==> config.mk <==
export PLATFORM = sky130hd
export DESIGN_NAME = signed_int_to_decimal_ascii
export DESIGN_NICKNAME = d
export VERILOG_FILES = /design/src/rtl/sitd_pkg.sv /design/src/rtl/signed_int_to_decimal_ascii.sv /design/src/rtl/sitd_front.sv /design/src/rtl/sitd_fifo.sv /design/src/rtl/sitd_back.sv
export SDC_FILE = /design/constraint.sdc
export NUM_CORES = 1
export LEC_CHECK = 0
export ABC_AREA = 1
export ABC_CLOCK_PERIOD_IN_PS = 10600
export BUFFER_PORTS_ARGS = -buffer_cell sky130_fd_sc_hd__buf_2
export CAP_MARGIN = 20
export CORE_UTILIZATION = 23
export DETAILED_ROUTE_END_ITERATION = 10
export HOLD_SLACK_MARGIN = 0.03
export SETUP_SLACK_MARGIN = 0.2
export SYNTH_ARGS = -nofsm -noshare
export SYNTH_HDL_FRONTEND = slang
export SYNTH_SLANG_ARGS = --single-unit
==> constraint.sdc <==
create_clock -name clk -period 10.6 [get_ports clk]
set_input_delay 2.12 -clock clk [delete_from_list [all_inputs] [get_ports clk]]
set_output_delay 2.12 -clock clk [all_outputs]
set_load 0.05 [all_outputs]
==> src/rtl/sitd_pkg.sv <==
`default_nettype none

package sitd_pkg;

  localparam int DIGITS_MAX  = 10;
  localparam int K_W         = $clog2(DIGITS_MAX);
  localparam int VALUE_W     = 32;
  localparam int WIDE_W      = 34;
  localparam int QUEUE_DEPTH = 2;

  localparam logic [7:0] CHAR_ZERO  = 8'h30;
  localparam logic [7:0] CHAR_MINUS = 8'h2D;

  typedef struct packed {
    logic               neg;
    logic [VALUE_W-1:0] mag;
  } entry_t;

  function automatic logic [WIDE_W-1:0] pow10(input logic [K_W-1:0] k);
    logic [WIDE_W-1:0] p;
    case (k)
      4'd0:    p = 34'd1;
      4'd1:    p = 34'd10;
      4'd2:    p = 34'd100;
      4'd3:    p = 34'd1000;
      4'd4:    p = 34'd10000;
      4'd5:    p = 34'd100000;
      4'd6:    p = 34'd1000000;
      4'd7:    p = 34'd10000000;
      4'd8:    p = 34'd100000000;
      4'd9:    p = 34'd1000000000;
      4'd10:   p = 34'd10000000000;
      default: p = '0;
    endcase
    return p;
  endfunction

endpackage

`default_nettype wire

==> src/rtl/signed_int_to_decimal_ascii.sv <==
// The first character reaches the result ports after the front register, the queue and the
//   sign or first emitted digit step of the sequencer; leading zeros are skipped silently.
// The sequencer pops a value only when idle, emits a minus sign if negative, then takes ten
//   digit steps, one power of ten per cycle unless a character waits on the result register.
// Front register and a two-entry queue let the next value enter during conversion.
// Reset (synchronous, rst_n low) empties the front stage, queue and result register.
`default_nettype none

module signed_int_to_decimal_ascii #(
  parameter int QUEUE_DEPTH = sitd_pkg::QUEUE_DEPTH
) (
  input  wire         clk,
  input  wire         rst_n,
  input  wire         in_push,
  output logic        in_full,
  input  wire  [31:0] in_value,
  output logic        out_empty,
  input  wire         out_pop,
  output logic [7:0]  out_character,
  output logic        out_last
);

  sitd_pkg::entry_t wr_data;
  sitd_pkg::entry_t rd_data;
  logic             q_push;
  logic             q_full;
  logic             q_pop;
  logic             q_empty;

  sitd_front u_front (
    .clk      (clk),
    .rst_n    (rst_n),
    .in_push  (in_push),
    .in_full  (in_full),
    .in_value (in_value),
    .q_push   (q_push),
    .q_full   (q_full),
    .q_data   (wr_data)
  );

  sitd_fifo #(
    .DEPTH (QUEUE_DEPTH)
  ) u_fifo (
    .clk     (clk),
    .rst_n   (rst_n),
    .wr_en   (q_push),
    .wr_data (wr_data),
    .full    (q_full),
    .rd_en   (q_pop),
    .rd_data (rd_data),
    .empty   (q_empty)
  );

  sitd_back u_back (
    .clk           (clk),
    .rst_n         (rst_n),
    .q_empty       (q_empty),
    .q_pop         (q_pop),
    .q_data        (rd_data),
    .out_empty     (out_empty),
    .out_pop       (out_pop),
    .out_character (out_character),
    .out_last      (out_last)
  );

endmodule

`default_nettype wire

==> src/rtl/sitd_front.sv <==
`default_nettype none

module sitd_front (
  input  wire                    clk,
  input  wire                    rst_n,
  input  wire                    in_push,
  output logic                   in_full,
  input  wire  [31:0]            in_value,
  output logic                   q_push,
  input  wire                    q_full,
  output sitd_pkg::entry_t       q_data
);

  logic             vld_r, vld_nxt;
  sitd_pkg::entry_t entry_r, entry_nxt;
  logic             accept;

  assign in_full = vld_r & q_full;
  assign accept  = in_push & ~in_full;
  assign q_push  = vld_r & ~q_full;
  assign q_data  = entry_r;

  always_comb begin
    vld_nxt   = accept | (vld_r & q_full);
    entry_nxt = entry_r;
    if (accept) begin
      entry_nxt.neg = in_value[31];
      entry_nxt.mag = in_value[31] ? (32'd0 - in_value) : in_value;
    end
  end

  always_ff @(posedge clk) begin
    if (!rst_n) begin
      vld_r <= 1'b0;
    end else begin
      vld_r <= vld_nxt;
    end
  end

  always_ff @(posedge clk) begin
    entry_r <= entry_nxt;
  end

endmodule

`default_nettype wire

==> src/rtl/sitd_fifo.sv <==
`default_nettype none

module sitd_fifo #(
  parameter int DEPTH = sitd_pkg::QUEUE_DEPTH
) (
  input  wire                     clk,
  input  wire                     rst_n,
  input  wire                     wr_en,
  input  sitd_pkg::entry_t        wr_data,
  output logic                    full,
  input  wire                     rd_en,
  output sitd_pkg::entry_t        rd_data,
  output logic                    empty
);

  localparam int PTR_W = (DEPTH > 1) ? $clog2(DEPTH) : 1;
  localparam int CNT_W = $clog2(DEPTH + 1);
  localparam logic [PTR_W-1:0] PTR_LAST = PTR_W'(DEPTH - 1);
  localparam logic [CNT_W-1:0] CNT_FULL = CNT_W'(DEPTH);

  sitd_pkg::entry_t   mem_r [DEPTH];
  logic [PTR_W-1:0]   wr_ptr_r, wr_ptr_nxt;
  logic [PTR_W-1:0]   rd_ptr_r, rd_ptr_nxt;
  logic [CNT_W-1:0]   cnt_r, cnt_nxt;

  assign full    = (cnt_r == CNT_FULL);
  assign empty   = (cnt_r == '0);
  assign rd_data = mem_r[rd_ptr_r];

  always_comb begin
    wr_ptr_nxt = wr_ptr_r;
    rd_ptr_nxt = rd_ptr_r;
    cnt_nxt    = cnt_r;
    if (wr_en) begin
      wr_ptr_nxt = (wr_ptr_r == PTR_LAST) ? '0 : wr_ptr_r + 1'b1;
    end
    if (rd_en) begin
      rd_ptr_nxt = (rd_ptr_r == PTR_LAST) ? '0 : rd_ptr_r + 1'b1;
    end
    if (wr_en && !rd_en) begin
      cnt_nxt = cnt_r + 1'b1;
    end else if (rd_en && !wr_en) begin
      cnt_nxt = cnt_r - 1'b1;
    end
  end

  always_ff @(posedge clk) begin
    if (!rst_n) begin
      wr_ptr_r <= '0;
      rd_ptr_r <= '0;
      cnt_r    <= '0;
    end else begin
      wr_ptr_r <= wr_ptr_nxt;
      rd_ptr_r <= rd_ptr_nxt;
      cnt_r    <= cnt_nxt;
    end
  end

  always_ff @(posedge clk) begin
    if (wr_en) begin
      mem_r[wr_ptr_r] <= wr_data;
    end
  end

`ifndef ASSERT_OFF
  a_no_overflow: assert property (@(posedge clk) disable iff (!rst_n)
    wr_en |-> !full)
    else $error("queue written while full");
  a_no_underflow: assert property (@(posedge clk) disable iff (!rst_n)
    rd_en |-> !empty)
    else $error("queue read while empty");
  a_count_range: assert property (@(posedge clk) disable iff (!rst_n)
    cnt_r <= CNT_FULL)
    else $error("queue count out of range");
`endif

endmodule

`default_nettype wire

==> src/rtl/sitd_back.sv <==
`default_nettype none

module sitd_back (
  input  wire                    clk,
  input  wire                    rst_n,
  input  wire                    q_empty,
  output logic                   q_pop,
  input  sitd_pkg::entry_t       q_data,
  output logic                   out_empty,
  input  wire                    out_pop,
  output logic [7:0]             out_character,
  output logic                   out_last
);

  typedef enum logic [2:0] {
    S_IDLE  = 3'b001,
    S_SIGN  = 3'b010,
    S_DIGIT = 3'b100
  } state_t;

  localparam int K_W = sitd_pkg::K_W;
  localparam int W_W = sitd_pkg::WIDE_W;
  localparam logic [K_W-1:0] K_TOP = K_W'(sitd_pkg::DIGITS_MAX - 1);

  state_t                         state_r, state_nxt;
  logic [sitd_pkg::VALUE_W-1:0]   mag_r, mag_nxt;
  logic [K_W-1:0]                 k_r, k_nxt;
  logic                           started_r, started_nxt;
  logic                           out_vld_r, out_vld_nxt;
  logic [7:0]                     char_r, char_nxt;
  logic                           last_r, last_nxt;

  logic [W_W-1:0] pow_k;
  logic [W_W-1:0] mag_w;
  logic [W_W-1:0] thr [10];
  logic [3:0]     dig;
  logic           emit_digit;
  logic           out_free;
  logic           step;

  assign out_empty     = ~out_vld_r;
  assign out_character = char_r;
  assign out_last      = last_r;

  assign pow_k = sitd_pkg::pow10(k_r);
  assign mag_w = W_W'(mag_r);

  always_comb begin
    thr[0] = '0;
    for (int m = 1; m < 10; m++) begin
      thr[m] = pow_k * W_W'(m);
    end
  end

  always_comb begin
    dig = '0;
    for (int m = 1; m < 10; m++) begin
      if (mag_w >= thr[m]) begin
        dig = 4'(m);
      end
    end
  end

  assign emit_digit = (dig != '0) || started_r || (k_r == '0);
  assign out_free   = ~out_vld_r | out_pop;
  assign step       = (state_r == S_DIGIT) && (!emit_digit || out_free);

  always_comb begin
    state_nxt   = state_r;
    mag_nxt     = mag_r;
    k_nxt       = k_r;
    started_nxt = started_r;
    out_vld_nxt = out_vld_r & ~out_pop;
    char_nxt    = char_r;
    last_nxt    = last_r;
    q_pop       = 1'b0;
    case (state_r)
      S_IDLE: begin
        if (!q_empty) begin
          q_pop       = 1'b1;
          mag_nxt     = q_data.mag;
          k_nxt       = K_TOP;
          started_nxt = 1'b0;
          state_nxt   = q_data.neg ? S_SIGN : S_DIGIT;
        end
      end
      S_SIGN: begin
        if (out_free) begin
          out_vld_nxt = 1'b1;
          char_nxt    = sitd_pkg::CHAR_MINUS;
          last_nxt    = 1'b0;
          state_nxt   = S_DIGIT;
        end
      end
      S_DIGIT: begin
        if (step) begin
          mag_nxt     = mag_r - sitd_pkg::VALUE_W'(thr[dig]);
          started_nxt = started_r | emit_digit;
          if (emit_digit) begin
            out_vld_nxt = 1'b1;
            char_nxt    = sitd_pkg::CHAR_ZERO + {4'b0000, dig};
            last_nxt    = (k_r == '0);
          end
          if (k_r == '0) begin
            state_nxt = S_IDLE;
          end else begin
            k_nxt = k_r - 1'b1;
          end
        end
      end
      default: begin
        state_nxt = S_IDLE;
      end
    endcase
  end

  always_ff @(posedge clk) begin
    if (!rst_n) begin
      state_r   <= S_IDLE;
      out_vld_r <= 1'b0;
    end else begin
      state_r   <= state_nxt;
      out_vld_r <= out_vld_nxt;
    end
  end

  always_ff @(posedge clk) begin
    mag_r     <= mag_nxt;
    k_r       <= k_nxt;
    started_r <= started_nxt;
    char_r    <= char_nxt;
    last_r    <= last_nxt;
  end

`ifndef ASSERT_OFF
  a_mag_bound: assert property (@(posedge clk) disable iff (!rst_n)
    (state_r == S_DIGIT) |-> (mag_w < pow_k * W_W'(10)))
    else $error("remaining magnitude exceeds current digit span");
  a_sign_first: assert property (@(posedge clk) disable iff (!rst_n)
    (state_r == S_SIGN) |-> ((k_r == K_TOP) && !started_r))
    else $error("sign state entered mid-number");
  a_last_done: assert property (@(posedge clk) disable iff (!rst_n)
    (step && (k_r == '0)) |=> (state_r == S_IDLE) && out_vld_r && out_last)
    else $error("final digit not flagged last");
`endif

endmodule

`default_nettype wire
# Word level (Yosys, flattened, before mapping)
# Memories as Yosys holds them, arrays and structs flattened. A register that Yosys moved wholly into a read port is not among the register bits.
# Index checks and enable logic that the tools add are counted.
dict set report totals {
  register_bits 88
  ram_bits 66
  rom_bits 512
  output_inout_bits 11
  memories 2
}
# name words word_bits read_ports rd_clocked_by_memory_dff write_ports line_no
set mem_list {}
lappend mem_list {{(no name shown)} 16 32 1 1 0 sitd_pkg.sv:21} ;# case (k)
lappend mem_list {u_fifo.mem_r 2 33 1 1 1 sitd_fifo.sv:21} ;# sitd_pkg::entry_t mem_r [DEPTH];
dict set report classes {
  add_sub_neg 8
  n_mul 5
  n_lt_le_gt_ge 10
  eq_ne 10
  mux 52
  bitwise 12
  n_reduce_logical 19
}
# operator count
set ops {}
lappend ops {{$ge A32 B34 Y1} 9}
lappend ops {{$bmux W34 S4} 1}
lappend ops {{$mux W32} 4}
lappend ops {{$mul A34 B3 Y34 const B} 2}
lappend ops {{$pmux W32 S2} 1}
lappend ops {{$mul A34 B2 Y33 const B} 1}
lappend ops {{$mul A34 B2 Y34 const B} 1}
lappend ops {{$mul A34 B4 Y34 const B} 1}
lappend ops {{$sub A1 B32 Y32 const A} 1}
lappend ops {{$sub A32 B32 Y32} 1}
lappend ops {{$mux W31} 1}
lappend ops {{$mux W3} 9}
lappend ops {{$mux W4} 6}
lappend ops {{$mux W8} 3}
lappend ops {{$mux W1} 17}
lappend ops {{$pmux W8 S2} 1}
lappend ops {{$reduce_and A4 Y1} 3}
lappend ops {{$pmux W3 S3} 1}
lappend ops {{$mux W2} 4}
lappend ops {{$ne A2 B1 Y1 const B} 4}
lappend ops {{$pmux W4 S2} 1}
lappend ops {{$add A6 B4 Y7 const A} 1}
lappend ops {{$pmux W1 S2} 3}
lappend ops {{$reduce_bool A2 Y1} 3}
lappend ops {{other kinds (21)} 37}

# Logic depth before layout (Yosys ltp)
dict set report logic_depth {
  word_depth 19
  mapped_depth 63
  depth_no_buf 61
}

# Cells and area by module
# Synthesis repeated with hierarchy kept, for this count alone.
dict set report hier_totals {
  hier_cells 3258
  hier_area_um2 24395.9
}
# module n_inst cells_per_inst area_per_inst_um2
set modules_own_cells {}
lappend modules_own_cells {sitd_back 1 2861 19562.5}
lappend modules_own_cells {sitd_fifo 1 138 2765.2}
lappend modules_own_cells {sitd_front 1 259 2068.2}

# Least setup slack after synthesis
# OpenSTA, ideal clock, no wires.
dict set report synth_path {
  path_kind {flip-flop to flip-flop}
  from {register u_back.pow_k[29] (netlist name)}
  to {register u_back.mag_r[28] (netlist bit) (data pin)}
  setup_time_ps 254
  t_arrival_ps 8305
  path_slack_ps 2042
  path_stages_with_launch 56
  path_cell_list {dfxtp_1 -> fa_1 -> ha_1 -> a21oi_1 -> o21ai_0 -> a21oi_1 -> nand2_1 -> a21oi_1 -> inv_1 -> a21oi_1 -> o21ai_0 -> a21boi_0 -> o21ai_0 -> xor2_1 -> inv_1 -> ha_1 -> nand2_1 -> nor4_1 -> [... 20 more ...] -> nand2_1 -> a21oi_1 -> nor2_1 -> nor2_1 -> o21ai_1 -> inv_1 -> nor2_1 -> nor2_1 -> o21ai_1 -> a21oi_1 -> o21ai_0 -> a21boi_1 -> o21bai_1 -> a21boi_1 -> o21ai_0 -> nand2_1 -> nand3_1 -> nand2_1}
}
dict set report synth_via {
  elab_chain_len 17
  word_cells_on_any_way 30
  classes_between {add/sub (1); mul (5); order compare (9); mux (14); bitwise (1)}
}
# element line_no
set synth_lines {}
lappend synth_lines {{parallel branches: the longest is 9 deep, another holds $mul A34 B2 Y34} -}
lappend synth_lines {{$mux W4 (*)} sitd_back.sv:58} ;# if (mag_w >= thr[m]) begin
lappend synth_lines {{$not A4 Y5 (not written as such) (*)} sitd_back.sv:97} ;# mag_nxt = mag_r - sitd_pkg::VALUE_W'(thr[dig]);
lappend synth_lines {{$bmux W34 S4 (*)} sitd_back.sv:97}
lappend synth_lines {{$mux W32 (not written as such) (*) (2 in a row)} sitd_back.sv:97}
lappend synth_lines {{$sub A32 B32 Y32 (*)} sitd_back.sv:97}
lappend synth_lines {{$mux W32 (*)} sitd_back.sv:96} ;# if (step) begin
lappend synth_lines {{$pmux W32 S2 (*)} sitd_back.sv:77} ;# case (state_r)
lappend synth_lines {{net u_back.mag_nxt (one bit)} sitd_back.sv:26} ;# logic [sitd_pkg::VALUE_W-1:0] mag_r, mag_nxt;
lappend synth_lines {{end signal, assigned} sitd_back.sv:128} ;# mag_r <= mag_nxt;
lappend synth_lines {{end, declared} sitd_back.sv:26}
# Mark *: on every way through the listed nets, which the timed path passes. The select of a mux whose other input is x is not followed.
# A chain may end at the register's enable or synchronous reset.

# Worst setup path after layout
dict set report layout_path {
  from {register u_back.pow_k[4] (netlist name)}
  to {register u_back.mag_r[30] (netlist bit) (data pin)}
}
dict set report layout_via {
  elab_chain_len 17
  word_cells_on_any_way 30
  classes_between {add/sub (1); mul (5); order compare (9); mux (14); bitwise (1)}
}
# element line_no
set layout_lines {}
lappend layout_lines {{parallel branches: the longest is 11 deep, another holds $mul A34 B2 Y34} -}
lappend layout_lines {{$bmux W34 S4 (*)} sitd_back.sv:97}
lappend layout_lines {{$mux W32 (not written as such) (*) (2 in a row)} sitd_back.sv:97}
lappend layout_lines {{$sub A32 B32 Y32 (*)} sitd_back.sv:97}
lappend layout_lines {{$mux W32 (*)} sitd_back.sv:96}
lappend layout_lines {{$pmux W32 S2 (*)} sitd_back.sv:77}
lappend layout_lines {{net u_back.mag_nxt (one bit)} sitd_back.sv:26}
# Marked as above.

==> metrics.md <==
| Metric | Value |
|---|---|
| Outcome | `finished clean` |
| Crit path from | `u_back.pow_k[4]$_SDFF_PP0_` |
| Max-Cap Viols | `0` |
| DRC | `0` |
| Share of the synthesized area in the top cell type | `24.21%` |
| Max-slew violation count | `0` |
| Sink Count | `178` |
| Setup-failing EPs final | `0` |
| Routed wire per std cell | `16.70 µm` |
| Number of flops mapped to enable cells by yosys | `142` |
| Yosys reg bits | `178` |
| Drt pass-1 iters | `7` |
| Max Clock Freq | `103.3 MHz` |
| Vias in the first global route | `21140` |
| GRT Total Usage | `14.69%` |
| Placed Area | `25610 µm²` |
| Hold depth | `0` |
| Share of cells above drive strength 1 | `6.328%` |
| CP required | `10880 ps` |
| Worst hold start | `u_front.q_data[21]$_DFFE_PP_` |
| Mapped Area | `23720 µm²` |
| Reg2reg path depth | `52` |
| Grt total ovfl | `0` |
| Starting Density | `23.25%` |
| Worst path arrival time | `9960 ps` |
| Worst path most repeated cell | `nand2_1` |
| Total I/O pin count | `47` |
| FF-to-FF Start | `u_back.pow_k[4]$_SDFF_PP0_` |
| DR vias/cell | `4.886` |
| Final period util | `91.34%` |
| Die width | `323.2 µm` |
| CTS tree | `yes` |
| Clk Latency, worst-skew pair | `510 ps` |
| Crit path max fanout | `118` |
| CTS H-tree depth | `4` |
| Initial drt markers | `1766` |
| Antenna Cells | `0` |
| Root buffer cell | `clkbuf_16` |
| Initial antenna violation count | `0` |
| Largest net degree at the start of global routing | `119` |
| Nets | `3737` |
| RSZ-0062 raised after global routing | `false` |
| Inserted Clock Buffers | `17` |
| Mean post-synth cell area | `7.460 µm²` |
| Area growth from synthesis to layout | `11.01%` |
| Routability cong. | `0.9493` |
| TNS Setup | `0 ps` |
| Worst slew pin tran | `829.9 ps` |
| Critical path startpoint category | `flip-flop` |
| Synthesized instance count | `3180` |
| Asr flop ratio synth | `0%` |
| CP Class | `flip-flop to flip-flop` |
| Clock Path Buffers | `2` |
| Clock slew at reported path FFs | `110 ps` |
| Primary FF master, synth | `edfxtp_1` |
| Cell variety after synth | `69` |
| Crit end category | `flip-flop` |
| Ys Warns | `0` |
| DIE HEIGHT | `323.2 µm` |
| Buffers added on ports | `43` |
| Global-route wire length before repair | `118500 µm` |
| HP Class | `flip-flop to flip-flop` |
| Die area | `104400 µm²` |
| Number of routed nets with antenna violations | `0` |
| Post-synth top area cell | `ha_1` |
| Design Area, Final | `26330 µm²` |
| Sequential-to-total area share from yosys stat | `21.01%` |
| Core Box Area | `102000 µm²` |
| Routed WL | `76690 µm` |
| Minimum clock period | `9682 ps` |
| CP max stage cell | `fa_1` |
| Row count | `117` |
| Clock skew | `36.73 ps` |
| Worst slew margin | `44.09%` |
| Crit-path max cell delay | `430 ps` |
| Hold Fails Final Rpt | `0` |
| Post-DP HPWL | `62970 µm` |
| Vias | `22440` |
| Top post-synthesis cells by area | `ha_1 24%, edfxtp_1 18%, nand2_1 12%, a21oi_1 6.8%, inv_1 4.7%` |
[layer usage]
metal | vias to the layer above | global-route usage, % | share of wire, %
met2 | 668 | 23.35 | 44
li1 | 11150 | - | -
met3 | 79 | 2.210 | 7.2
met5 | - | 0 | 0
met1 | 10540 | 20.38 | 46
met4 | 0 | 4.350 | 2.5
[cell type report]
type                            instances  area [µm²]
Tap cell                             1368        1712
Clock inverter                         15       193.9
Fill cell                           11230       75700
Multi-Input combinational cell       2629       17340
Clock buffer                           17       425.4
Timing Repair Buffer                   76       495.5
Sequential cell                       178        5000
Inverter                              309        1164
[logic make-up after synthesis]
group	Yosys count	share of synthesized area, %
AOI/OAI and AO/OA	726	17.56
xor gates and xnor gates	151	5.575
adders and majority gates	490	26.83
buffers and inverters	374	6.198
DFF	178	21.01
muxes	1	0.04220
other	2	0.03166
and+or+nand+nor	1258	22.75
[flip-flops by register name, indices dropped and copies added, names as in the netlist, 2 cells and up, named ones only]
name and flops:
u_back.pow_k 26, u_back.out_character 5, u_front.q_data 33, u_back.k_r 4, u_fifo.mem_r 66, u_back.mag_r 32
u_fifo.cnt_r 2, u_back.state_r 3
[metrics by stage]
| stage | hold slack (ps) | worst slack [ps] | utilization (%) | std cells |
|---|---|---|---|---|
| floorplan | 421.5 | 2042 | - | 3181 |
| global placement | 423.9 | 251.2 | 25.10 | 4558 |
| detailed placement | 433.8 | 244.0 | 25.10 | 4558 |
| CTS | 428.5 | 232.8 | 25.71 | 4590 |
| global route | 451.6 | 214.8 | 25.81 | 4592 |
| finish | 426.5 | 917.6 | 25.81 | 4592 |
[synth_stat cells (12+ instances only)]
| master | count |
|---|---|
| buf_2 | 22 |
| a211oi_1 | 17 |
| xnor2_1 | 62 |
| o21a_1 | 26 |
| nor4_1 | 23 |
| inv_1 | 299 |
| dfxtp_1 | 36 |
| nor2_1 | 201 |
| a21oi_1 | 323 |
| nand4_1 | 55 |
| ha_1 | 459 |
| o21ai_1 | 18 |
| nor3_1 | 46 |
| nand2_1 | 749 |
| o21ai_0 | 199 |
| o21bai_1 | 14 |
| xor2_1 | 89 |
| fa_1 | 31 |
| a21o_1 | 12 |
| clkbuf_1 | 34 |
| a31oi_1 | 35 |
| nand3_1 | 129 |
| o211ai_1 | 21 |
| edfxtp_1 | 142 |
[path summary, 6_finish.rpt]
path                                   end  slack [ps]
max             u_back.mag_r[30]$_DFFE_PP_         920
min          u_fifo.mem_r[0][21]$_DFFE_PP_         430
max reg2reg     u_back.mag_r[30]$_DFFE_PP_         920
min reg2reg  u_fifo.mem_r[0][21]$_DFFE_PP_         430
[placed cells by master, fill, tap and decap left out, types with 19 or more instances in the layout]
cell type / instances
nand4_1: 55
ha_1: 459
a31oi_1: 33
nor2_1: 196
inv_1: 299
buf_2: 43
edfxtp_1: 142
o21a_1: 26
o21ai_1: 19
dfxtp_1: 24
xnor2_1: 62
o211ai_1: 21
xor2_1: 88
nor3_1: 45
fa_1: 31
buf_4: 31
nand3_1: 129
nand2_1: 748
a21oi_1: 321
o21ai_0: 196
nor4_1: 23
[worst max-delay path: cells and delay by family (launching register included)]
kind	cells	cell delay [ps]
AO/OA/AOI/OAI	19	3510
XOR/XNOR	1	200
adder cells (fa/ha/maj)	4	1420
buffers and inverters	7	960
flip-flops	1	420
AND/OR/NAND/NOR	21	2870
[repair_timing]
action	CTS	global route
hold buffers	0	0
buffers inserted	0	1
gates resized for setup	0	28
setup endpoints to repair	0	17
Power is not shown: default switching activity piles up to over one toggle a cycle in this logic, so the estimate is an artifact.
